File: src/design/tga_rle_pkg.sv
// Shared types, register indexes and pixel helpers for the TGA RLE pixel decoder.
`timescale 1ns / 1ps
`default_nettype none

package tga_rle_pkg;

  localparam int unsigned CFG_IDX_W  = 4;
  localparam int unsigned CFG_DATA_W = 3;

  // Configuration register indexes
  localparam logic [CFG_IDX_W-1:0] REG_RLE_ENABLED = 4'd0;
  localparam logic [CFG_IDX_W-1:0] REG_PIXEL_BYTES = 4'd1;
  localparam logic [CFG_IDX_W-1:0] REG_FIFTEEN_BIT = 4'd2;
  localparam logic [CFG_IDX_W-1:0] REG_ALPHA_ONE   = 4'd3;

  localparam logic [2:0] PIX_BYTES_MIN   = 3'd2;
  localparam logic [2:0] PIX_BYTES_MAX   = 3'd4;
  localparam logic [2:0] PIX_BYTES_RESET = 3'd3;

  typedef struct packed {
    logic [7:0] data_byte;
    logic       start_image;
  } in_item_t;

  typedef struct packed {
    logic [7:0] out_byte0;
    logic [7:0] out_byte1;
    logic [7:0] out_byte2;
    logic [7:0] out_byte3;
    logic [2:0] out_count;
    logic [7:0] copies;
  } out_item_t;

  // Widen a 5-bit component sitting in bits 7:3 to a full 8-bit value.
  function automatic logic [7:0] widen5(input logic [4:0] c);
    logic [7:0] v;
    v = {c, 3'b000};
    return v + {5'd0, v[7:5]};
  endfunction

endpackage

`default_nettype wire

File: src/design/tga_rle_pixel_decoder_top.sv
// Top level of the TGA RLE pixel decoder: packet tracking, pixel gather and conversion.
`timescale 1ns / 1ps
`default_nettype none

// TGA truecolor pixel-stream decoder. Feed the image data one byte per input
// beat; each completed pixel leaves as one output beat with its converted bytes,
// the number of valid bytes and a copy count (greater than one only for the
// pixel of a run-length repeat packet). Header bytes and partial pixels give no
// output beat. The block takes one byte every cycle: packet and gather state
// update at the input handshake and the result lands in a single output
// register, so a byte is accepted whenever that register is empty or being
// drained in the same cycle; out_valid rises in the cycle after the completing
// byte is accepted. Set start_image on the first byte of an image to drop any
// packet or partial pixel left over. Write configuration (index 0 rle_enabled,
// 1 pixel_bytes, 2 fifteen_bit, 3 alpha_one) only while the block is idle;
// cfg_ready is always high and unknown indexes are ignored.
module tga_rle_pixel_decoder_top (
  input  wire                                   clk,
  input  wire                                   rst_n,
  input  wire                                   in_valid,
  output logic                                  in_ready,
  input  tga_rle_pkg::in_item_t                 in_data,
  output logic                                  out_valid,
  input  wire                                   out_ready,
  output tga_rle_pkg::out_item_t                out_data,
  input  wire                                   cfg_valid,
  output logic                                  cfg_ready,
  input  wire [tga_rle_pkg::CFG_IDX_W-1:0]      cfg_index,
  input  wire [tga_rle_pkg::CFG_DATA_W-1:0]     cfg_data
);

  // Configuration registers
  logic       rle_en_r;
  logic [2:0] pix_bytes_r;
  logic       fifteen_r;
  logic       alpha_one_r;

  // Packet and gather state
  logic [7:0] repeat_left_r,  repeat_left_nxt;
  logic [7:0] literal_left_r, literal_left_nxt;
  logic       in_repeat_r,    in_repeat_nxt;
  logic [1:0] byte_pos_r,     byte_pos_nxt;
  logic [7:0] gather_r   [4];
  logic [7:0] gather_nxt [4];

  // Output register
  logic                   out_valid_r, out_valid_nxt;
  tga_rle_pkg::out_item_t out_data_r,  out_data_nxt;

  // Working values
  logic                   in_fire;
  logic [7:0]             rep_v, lit_v;
  logic                   inrep_v;
  logic [1:0]             pos_v;
  logic                   header;
  logic [2:0]             pix_size;
  logic [7:0]             gview [4];
  logic                   emit;
  logic [7:0]             copies_v;
  tga_rle_pkg::out_item_t pixel;

  assign cfg_ready = 1'b1;
  assign in_ready  = !out_valid_r || out_ready;
  assign in_fire   = in_valid && in_ready;
  assign out_valid = out_valid_r;
  assign out_data  = out_data_r;

  // Effective pixel size: clamp to 2..4, force 2 in 15-bit mode.
  always_comb begin
    if (fifteen_r) begin
      pix_size = tga_rle_pkg::PIX_BYTES_MIN;
    end else if (pix_bytes_r < tga_rle_pkg::PIX_BYTES_MIN) begin
      pix_size = tga_rle_pkg::PIX_BYTES_MIN;
    end else if (pix_bytes_r > tga_rle_pkg::PIX_BYTES_MAX) begin
      pix_size = tga_rle_pkg::PIX_BYTES_MAX;
    end else begin
      pix_size = pix_bytes_r;
    end
  end

  // Start flag drops packet state before the byte is looked at.
  always_comb begin
    rep_v   = in_data.start_image ? 8'd0 : repeat_left_r;
    lit_v   = in_data.start_image ? 8'd0 : literal_left_r;
    inrep_v = in_data.start_image ? 1'b0 : in_repeat_r;
    pos_v   = in_data.start_image ? 2'd0 : byte_pos_r;
    header  = rle_en_r && (lit_v == 8'd0) && !inrep_v;
  end

  // Gather bytes as they look once the current byte is written.
  always_comb begin
    for (int i = 0; i < 4; i++) begin
      gview[i] = (pos_v == 2'(i)) ? in_data.data_byte : gather_r[i];
    end
  end

  // Pixel conversion from the gathered bytes.
  always_comb begin
    pixel = '0;
    if (fifteen_r) begin
      pixel.out_byte0 = tga_rle_pkg::widen5(gview[1][6:2]);
      pixel.out_byte1 = tga_rle_pkg::widen5({gview[1][1:0], gview[0][7:5]});
      pixel.out_byte2 = tga_rle_pkg::widen5(gview[0][4:0]);
      if (alpha_one_r) begin
        // Alpha bit is inverted: set means transparent.
        pixel.out_byte3 = gview[1][7] ? 8'd0 : 8'd255;
        pixel.out_count = 3'd4;
      end else begin
        pixel.out_count = 3'd3;
      end
    end else if (pix_size == 3'd2) begin
      pixel.out_byte0 = gview[0];
      pixel.out_byte1 = gview[1];
      pixel.out_count = 3'd2;
    end else begin
      // BGR(A) to RGB(A)
      pixel.out_byte0 = gview[2];
      pixel.out_byte1 = gview[1];
      pixel.out_byte2 = gview[0];
      if (pix_size == 3'd4) begin
        pixel.out_byte3 = gview[3];
        pixel.out_count = 3'd4;
      end else begin
        pixel.out_count = 3'd3;
      end
    end
    pixel.copies = copies_v;
  end

  // Packet tracking and byte gather.
  always_comb begin
    repeat_left_nxt  = repeat_left_r;
    literal_left_nxt = literal_left_r;
    in_repeat_nxt    = in_repeat_r;
    byte_pos_nxt     = byte_pos_r;
    gather_nxt       = gather_r;
    emit             = 1'b0;
    copies_v         = 8'd1;
    if (in_fire) begin
      repeat_left_nxt  = rep_v;
      literal_left_nxt = lit_v;
      in_repeat_nxt    = inrep_v;
      byte_pos_nxt     = pos_v;
      if (header) begin
        if (in_data.data_byte[7]) begin
          in_repeat_nxt   = 1'b1;
          repeat_left_nxt = in_data.data_byte - 8'd127;
        end else begin
          literal_left_nxt = in_data.data_byte + 8'd1;
        end
        byte_pos_nxt = 2'd0;
      end else begin
        gather_nxt[pos_v] = in_data.data_byte;
        if (({1'b0, pos_v} + 3'd1) < pix_size) begin
          byte_pos_nxt = pos_v + 2'd1;
        end else begin
          byte_pos_nxt = 2'd0;
          emit         = 1'b1;
          if (rle_en_r) begin
            if (inrep_v) begin
              copies_v        = rep_v;
              repeat_left_nxt = 8'd0;
              in_repeat_nxt   = 1'b0;
            end else begin
              literal_left_nxt = lit_v - 8'd1;
            end
          end
        end
      end
    end
  end

  // Output register: load on a completed pixel, drop once taken.
  always_comb begin
    out_valid_nxt = out_valid_r;
    out_data_nxt  = out_data_r;
    if (out_valid_r && out_ready) begin
      out_valid_nxt = 1'b0;
    end
    if (emit) begin
      out_valid_nxt = 1'b1;
      out_data_nxt  = pixel;
    end
  end

  always_ff @(posedge clk) begin
    if (!rst_n) begin
      rle_en_r    <= 1'b0;
      pix_bytes_r <= tga_rle_pkg::PIX_BYTES_RESET;
      fifteen_r   <= 1'b0;
      alpha_one_r <= 1'b0;
    end else if (cfg_valid && cfg_ready) begin
      unique case (cfg_index)
        tga_rle_pkg::REG_RLE_ENABLED: rle_en_r    <= cfg_data[0];
        tga_rle_pkg::REG_PIXEL_BYTES: pix_bytes_r <= cfg_data;
        tga_rle_pkg::REG_FIFTEEN_BIT: fifteen_r   <= cfg_data[0];
        tga_rle_pkg::REG_ALPHA_ONE:   alpha_one_r <= cfg_data[0];
        default: ;
      endcase
    end
  end

  always_ff @(posedge clk) begin
    if (!rst_n) begin
      repeat_left_r  <= 8'd0;
      literal_left_r <= 8'd0;
      in_repeat_r    <= 1'b0;
      byte_pos_r     <= 2'd0;
      out_valid_r    <= 1'b0;
    end else begin
      repeat_left_r  <= repeat_left_nxt;
      literal_left_r <= literal_left_nxt;
      in_repeat_r    <= in_repeat_nxt;
      byte_pos_r     <= byte_pos_nxt;
      out_valid_r    <= out_valid_nxt;
    end
  end

  // Payload registers, no reset
  always_ff @(posedge clk) begin
    gather_r   <= gather_nxt;
    out_data_r <= out_data_nxt;
  end

endmodule

`default_nettype wire

File: config.mk
export PLATFORM = sky130hd
export DESIGN_NAME = tga_rle_pixel_decoder_top
export DESIGN_NICKNAME = d
export VERILOG_FILES = /design/src/design/tga_rle_pkg.sv /design/src/design/tga_rle_pixel_decoder_top.sv
export SDC_FILE = /design/constraint.sdc
export NUM_CORES = 1
export LEC_CHECK = 0
export ABC_AREA = 1
export BUFFER_PORTS_ARGS = -buffer_cell sky130_fd_sc_hd__buf_2
export CAP_MARGIN = 20
export CORE_UTILIZATION = 49
export CTS_CLUSTER_DIAMETER = 50
export DETAILED_ROUTE_END_ITERATION = 8
export PLACE_DENSITY = 0.72
export SYNTH_ARGS = -nofsm -noshare
export SYNTH_HDL_FRONTEND = slang
export SYNTH_SLANG_ARGS = --single-unit
File: constraint.sdc
create_clock -name clk -period 3.38 [get_ports clk]
set_input_delay 0.507 -clock clk [delete_from_list [all_inputs] [get_ports clk]]
set_output_delay 0.507 -clock clk [all_outputs]
set_load 0.05 [all_outputs]
# Word level (Yosys, flattened, before mapping)
# Cells that the tools add are included.
dict set report word_totals {
  out_inout_bits 46
  reg_bits 101
  wordCells 107
}
dict set report op_classes {
  n_bitwise 5
  add_sub_neg 8
  mux 44
  n_lt_le_gt_ge 5
  reduce_logical 18
  eq_ne 8
}
# operator n
set op_table {}
lappend op_table {{$mux 8} 20}
lappend op_table {{$mux 35} 1}
lappend op_table {{$bwmux 32} 1}
lappend op_table {{$mux 16} 2}
lappend op_table {{$add 8x3->8} 3}
lappend op_table {{$mux 3} 6}
lappend op_table {{$demux 8 s2} 1}
lappend op_table {{$mux 1} 10}
lappend op_table {{$reduce_and 2->1} 5}
lappend op_table {{$add 8x1->8 const B} 1}
lappend op_table {{$eq 4x2->1 const B} 2}
lappend op_table {{$logic_not 8->1} 1}
lappend op_table {{$sub 8x1->8 const B} 1}
lappend op_table {{$sub 8x7->8 const B} 1}
lappend op_table {{$mux 2} 3}
lappend op_table {{$logic_and 1x1->1} 5}
lappend op_table {{$reduce_or 5->1} 1}
lappend op_table {{$eq 2x2->1 const B} 2}
lappend op_table {{$eq 4x1->1 const B} 1}
lappend op_table {{$logic_not 4->1} 1}
lappend op_table {{$not 1->1} 4}
lappend op_table {{$add 2x1->3 const B} 1}
lappend op_table {{$eq 3x2->1 const B} 1}
lappend op_table {{$eq 3x3->1 const B} 1}
lappend op_table {{12 further kinds} 13}

# Logic depth before layout (Yosys ltp)
dict set report logic_depth {
  ltp_word 9
  ltp_mapped 16
}

# Worst setup path after synthesis
# No wires, ideal clock.
dict set report synth_path {
  path_kind {in2reg}
  start {in in_data[0] (netlist bit)}
  end {reg out_data_r (netlist bit out_data[0]) (enable)}
  t_arrival_ns 2.774
  slack_ns 0.209
  path_stages 13
  cell_sequence {buf_4 > nor2_4 > nand2_2 > buf_2 > nand2_1 > ha_1 > nand2_1 > inv_1 > nand2_1 > nand2_2 > buf_2 > nand2_1 > inv_1}
}
dict set report synth_between {
  elab_chain_cells 6
  elab_cells_between_ends 12
  classes_between {add/sub (1); order compare (1); mux (6); reduce/logical (4)}
}
# item line_no
set synth_lines {}
lappend synth_lines {{start: declaration} tga_rle_pixel_decoder_top.sv:22} ;# input tga_rle_pkg::in_item_t in_data,
lappend synth_lines {{$mux 2 or $mux 8 (tied branches)} {tga_rle_pixel_decoder_top.sv:86, tga_rle_pixel_decoder_top.sv:84}}
lappend synth_lines {{$add 2x1->3 or $logic_not 8->1 (tied branches)} {tga_rle_pixel_decoder_top.sv:154, tga_rle_pixel_decoder_top.sv:87}}
lappend synth_lines {{$lt 3x3->1 or $logic_and 1x1->1 (tied branches)} {tga_rle_pixel_decoder_top.sv:154, tga_rle_pixel_decoder_top.sv:87}}
lappend synth_lines {{$mux 1 or $logic_and 1x1->1 (tied branches)} {tga_rle_pixel_decoder_top.sv:154, tga_rle_pixel_decoder_top.sv:87}}
lappend synth_lines {{$mux 1 *} tga_rle_pixel_decoder_top.sv:144} ;# if (header) begin
lappend synth_lines {{$mux 1 *} tga_rle_pixel_decoder_top.sv:139} ;# if (in_fire) begin
lappend synth_lines {{via emit} tga_rle_pixel_decoder_top.sv:58} ;# logic emit;
lappend synth_lines {{end signal: assignment} tga_rle_pixel_decoder_top.sv:222} ;# out_data_r <= out_data_nxt;
lappend synth_lines {{end: declaration} tga_rle_pixel_decoder_top.sv:48} ;# tga_rle_pkg::out_item_t out_data_r, out_data_nxt;
# The timed path passes the listed nets; every way through them passes the cells marked *.
# A chain may end at the register's enable or synchronous reset.

# Final worst setup path
dict set report layout_path {
  start {reg byte_pos_r[0]}
  end {reg out_data_r (netlist bit out_data[5]) (data pin)}
}
dict set report layout_between {
  elab_chain_cells 4
}
# item line_no
set layout_lines {}
lappend layout_lines {{start: declaration} tga_rle_pixel_decoder_top.sv:42} ;# logic [1:0] byte_pos_r, byte_pos_nxt;
lappend layout_lines {{start signal: assignment} tga_rle_pixel_decoder_top.sv:214} ;# byte_pos_r <= byte_pos_nxt;
lappend layout_lines {{$mux 2} tga_rle_pixel_decoder_top.sv:86} ;# pos_v = in_data.start_image ? 2'd0 : byte_pos_r;
lappend layout_lines {{$add 2x1->3} tga_rle_pixel_decoder_top.sv:154} ;# if (({1'b0, pos_v} + 3'd1) < pix_size) begin
lappend layout_lines {{$lt 3x3->1} tga_rle_pixel_decoder_top.sv:154}
lappend layout_lines {{$reduce_or 5->1 (no line)} --}
# Every way passes these cells.

==> results.yml <==
sta:
  maxSlewViolCount: 0
  setup_viol_count_final: 0
  period_needed_ns: 2.64
  fmax_ghz: 0.378
  maxSlewHeadroom_pct: 61.5
  rsz0062_at_grt: "false"
  period_share_pct: 78.2
  tns_ns: 0
  finalHoldViolCount: 0
  fin_skew_ns: 0.00662
  worstMarginPinSlew_ns: 0.575
global_route:
  grt_pass1_vias: 3730
  grt_use_total_pct: 22.3
  antenna_found_initial: 0
  grt-ovfl-total: 0
  grt_max_degree: 44
  grt_first_pass_wirelength_mm: 17.6
route:
  vias: 3924
  wl_per_cell_um: 14.4
  first_pass_iters: 5
  drc: 0
  drt_wl_total_mm: 10.7
  ant_nets: 0
  vias_per_cell: 5.31
  drtIter0Drc: 202
clock_tree:
  cts_root_buffer: "clkbuf_8"
  cts_made_buffers: 9
  clk_pin_slew_ns: 0.10
  cts_sinks: 101
  post_cts_buffers: 0
  cts_tree: "yes"
  clk_latency_ns: 0.37
  ctsLongestPathBuffers: 2
  ctsHtreeMaxLevel: 3
  post_cts_resized: 0
  holdBufCountCts: 0
cells_and_area:
  diodes: 0
  drive_gt1_share_pct: 19.0
  fin_cells: 739
  num-nets-final: 630
  area_growth_pct: 14.2
placed_design:
  io_buffers: 65
  place_inst: 723
  dp_hpwl_mm: 7.62
  gp_congestion: 0.884
floorplanning:
  rows: 35
  fp.dieH_um: 101
  core_um2: 9420
  die-area_um2: 10300
  die_w_um: 101
  initial_core_util_pct: 51.5
  io_pins: 67
critical_path:
  path_max_fanout: 19
  criticalPathCategory: "reg -> reg"
  crit_start: "byte_pos_r[0]$_SDFFE_PN0P_"
  cp-end-kind: "register"
  r2r-start: "byte_pos_r[0]$_SDFFE_PN0P_"
  worstPathRequired_ns: 3.50
  cp.arrival_ns: 2.76
  start_kind: "register"
pwr:
  intPower_mw: 1.83
  p_switching_mw: 0.718
  p_seq_share_pct: 54.8
  power_frac_comb_pct: 13.4
  leakage_nw: 2.27
  p_clk_share_pct: 31.7
  powerDensity_nw_per_um2: 461
  swShare_pct: 28.1
  ir_drop_uv: 231
  total_power_mw: 2.55
yosys:
  synth_edf_count: 75
  netlist_area_um2: 4840
  syn_nets: 563
  seq_area_frac_synth_pct: 57.2
  synth_async_sr_flop_share_pct: 0
  yosys.cell_count.top_type: "nand2_1"
  synth-seq-cells: 101
  yosys.area.top_type_share_pct: 46.5
  synth_top_area_cell: "edfxtp_1"
  avgSynthCellArea_um2: 9.00
  netlist_instances: 538
  synth_warnings: 0
  synthTopCellsByCount: "nand2_1, edfxtp_1, o21ai_0, inv_1, nor2_1"
  synthDistinctLibCells: 33
  yosys_most_used_dff: "edfxtp_1"
  synth_area_leaders: "edfxtp_1, dfxtp_1, o21ai_0"
flow_run:
  maxCapViolations: 0
hold_path:
  holdCritStartpoint: "cfg_data[1]"
  hold_path.class: "in -> reg"
status:
  outcome: "finished clean"
[cells by family (layout without fill, tap and decap cells)]
family / Yosys count / count (layout) / synth area share, %
simple gates: 212 / 212 / 19.4
compound gates: 133 / 133 / 14.5
flops: 101 / 101 / 57.2
buf+inv: 83 / 155 / 7.00
fa+ha+maj: 4 / 4 / 1.03
xor+xnor: 4 / 4 / 0.723
other cells: 1 / 1 / 0.0774
[worst max-delay path, cell delays in order (launching register included)]
cell and delay (ns):
dfxtp_1 0.40, inv_1 0.09, nor2_4 0.12, inv_1 0.09, nor2_2 0.27, ha_1 0.31, a21oi_1 0.30, nand2_2 0.30
nand3_2 0.27, nor2_2 0.06, inv_2 0.12, nor3_1 0.06
[layout by cell type (no fill, tap or decap)]
master | Yosys | routed
a21boi_0 | 1 | 1
a21oi_1 | 49 | 49
a22oi_1 | 1 | 1
a31oi_1 | 4 | 4
buf_12 | 0 | 1
buf_2 | 4 | 65
buf_4 | 4 | 9
bufinv_16 | 0 | 1
clkbuf_8 | 0 | 9
clkinv_1 | 3 | 3
clkinv_4 | 0 | 2
conb_1 | 1 | 1
dfxtp_1 | 26 | 26
edfxtp_1 | 75 | 75
ha_1 | 4 | 4
inv_1 | 59 | 59
inv_2 | 2 | 2
inv_6 | 0 | 2
inv_8 | 0 | 2
nand2_1 | 88 | 88
nand2_2 | 5 | 5
nand2_4 | 1 | 1
nand3_1 | 31 | 31
nand3_2 | 1 | 1
nand4_1 | 8 | 8
nor2_1 | 53 | 53
nor2_2 | 5 | 5
nor2_4 | 2 | 2
nor3_1 | 9 | 9
o211ai_1 | 8 | 8
o21ai_0 | 67 | 67
o221ai_1 | 1 | 1
o22ai_1 | 2 | 2
or2_2 | 9 | 9
xnor2_1 | 1 | 1
xor2_1 | 3 | 3
[worst paths after layout]
| kind | to | slack, ns | depth (start not counted) |
|---|---|---|---|
| min | pix_bytes_r[1]$_SDFFE_PN1P_ | 0.35 | 3 |
| min reg2reg | pix_bytes_r[1]$_SDFFE_PN1P_ | 0.47 | 2 |
| max | out_data[5]$_SDFFCE_PP0P_ | 0.74 | 11 |
| max reg2reg | out_data[5]$_SDFFCE_PP0P_ | 0.74 | 11 |
[power by group through the flow]
stage,Clock [mW],Sequential (mW),Combinational [mW]
6_report,0.810,1.40,0.343
5_1_grt,0.873,1.40,0.382
4_1_cts,0.833,1.40,0.344
3_5_place_dp,0,1.43,0.343
3_3_place_gp,0,1.43,0.337
2_1_floorplan,0,1.49,0.185
[metal layers]
metal  track usage, %  wire length, um  up-vias
met2             37.3             5150      136
met3             3.38              538       21
met5                0                0        -
li1                 -                -     1965
met1             28.8             4780     1802
met4             10.0              187        0
[sequential cells by signal (all words and copies together), names as in the netlist]
name and flops:
alpha_one_r 1, byte_pos_r 2, fifteen_r 1, gather_r 32
in_repeat_r 1, literal_left_r 8, out_data 43, out_valid 1
pix_bytes_r 3, repeat_left_r 8, rle_en_r 1
[area by class of cell]
type,count,area (um^2)
Multi-Input combinational cell,354,1730
Tap cell,129,161
Inverter,64,240
Clock inverter,7,87.6
Sequential cell,101,2770
Timing Repair Buffer,75,413
Fill cell,847,3880
Clock buffer,9,124
[per-stage QoR]
stage | worst slack [ns] | utilization [%] | hold WS [ns] | cell area [um^2]
after global placement | 0.585 | 56.5 | 0.439 | 5320
after CTS | 0.761 | 58.8 | 0.340 | 5530
final | 0.736 | 58.8 | 0.349 | 5530
after detailed placement | 0.472 | 56.5 | 0.448 | 5320
after floorplan | 0.209 | - | 0.429 | 4840
after global routing | 0.466 | 58.8 | 0.339 | 5530
(Power assumes the default switching activity.)
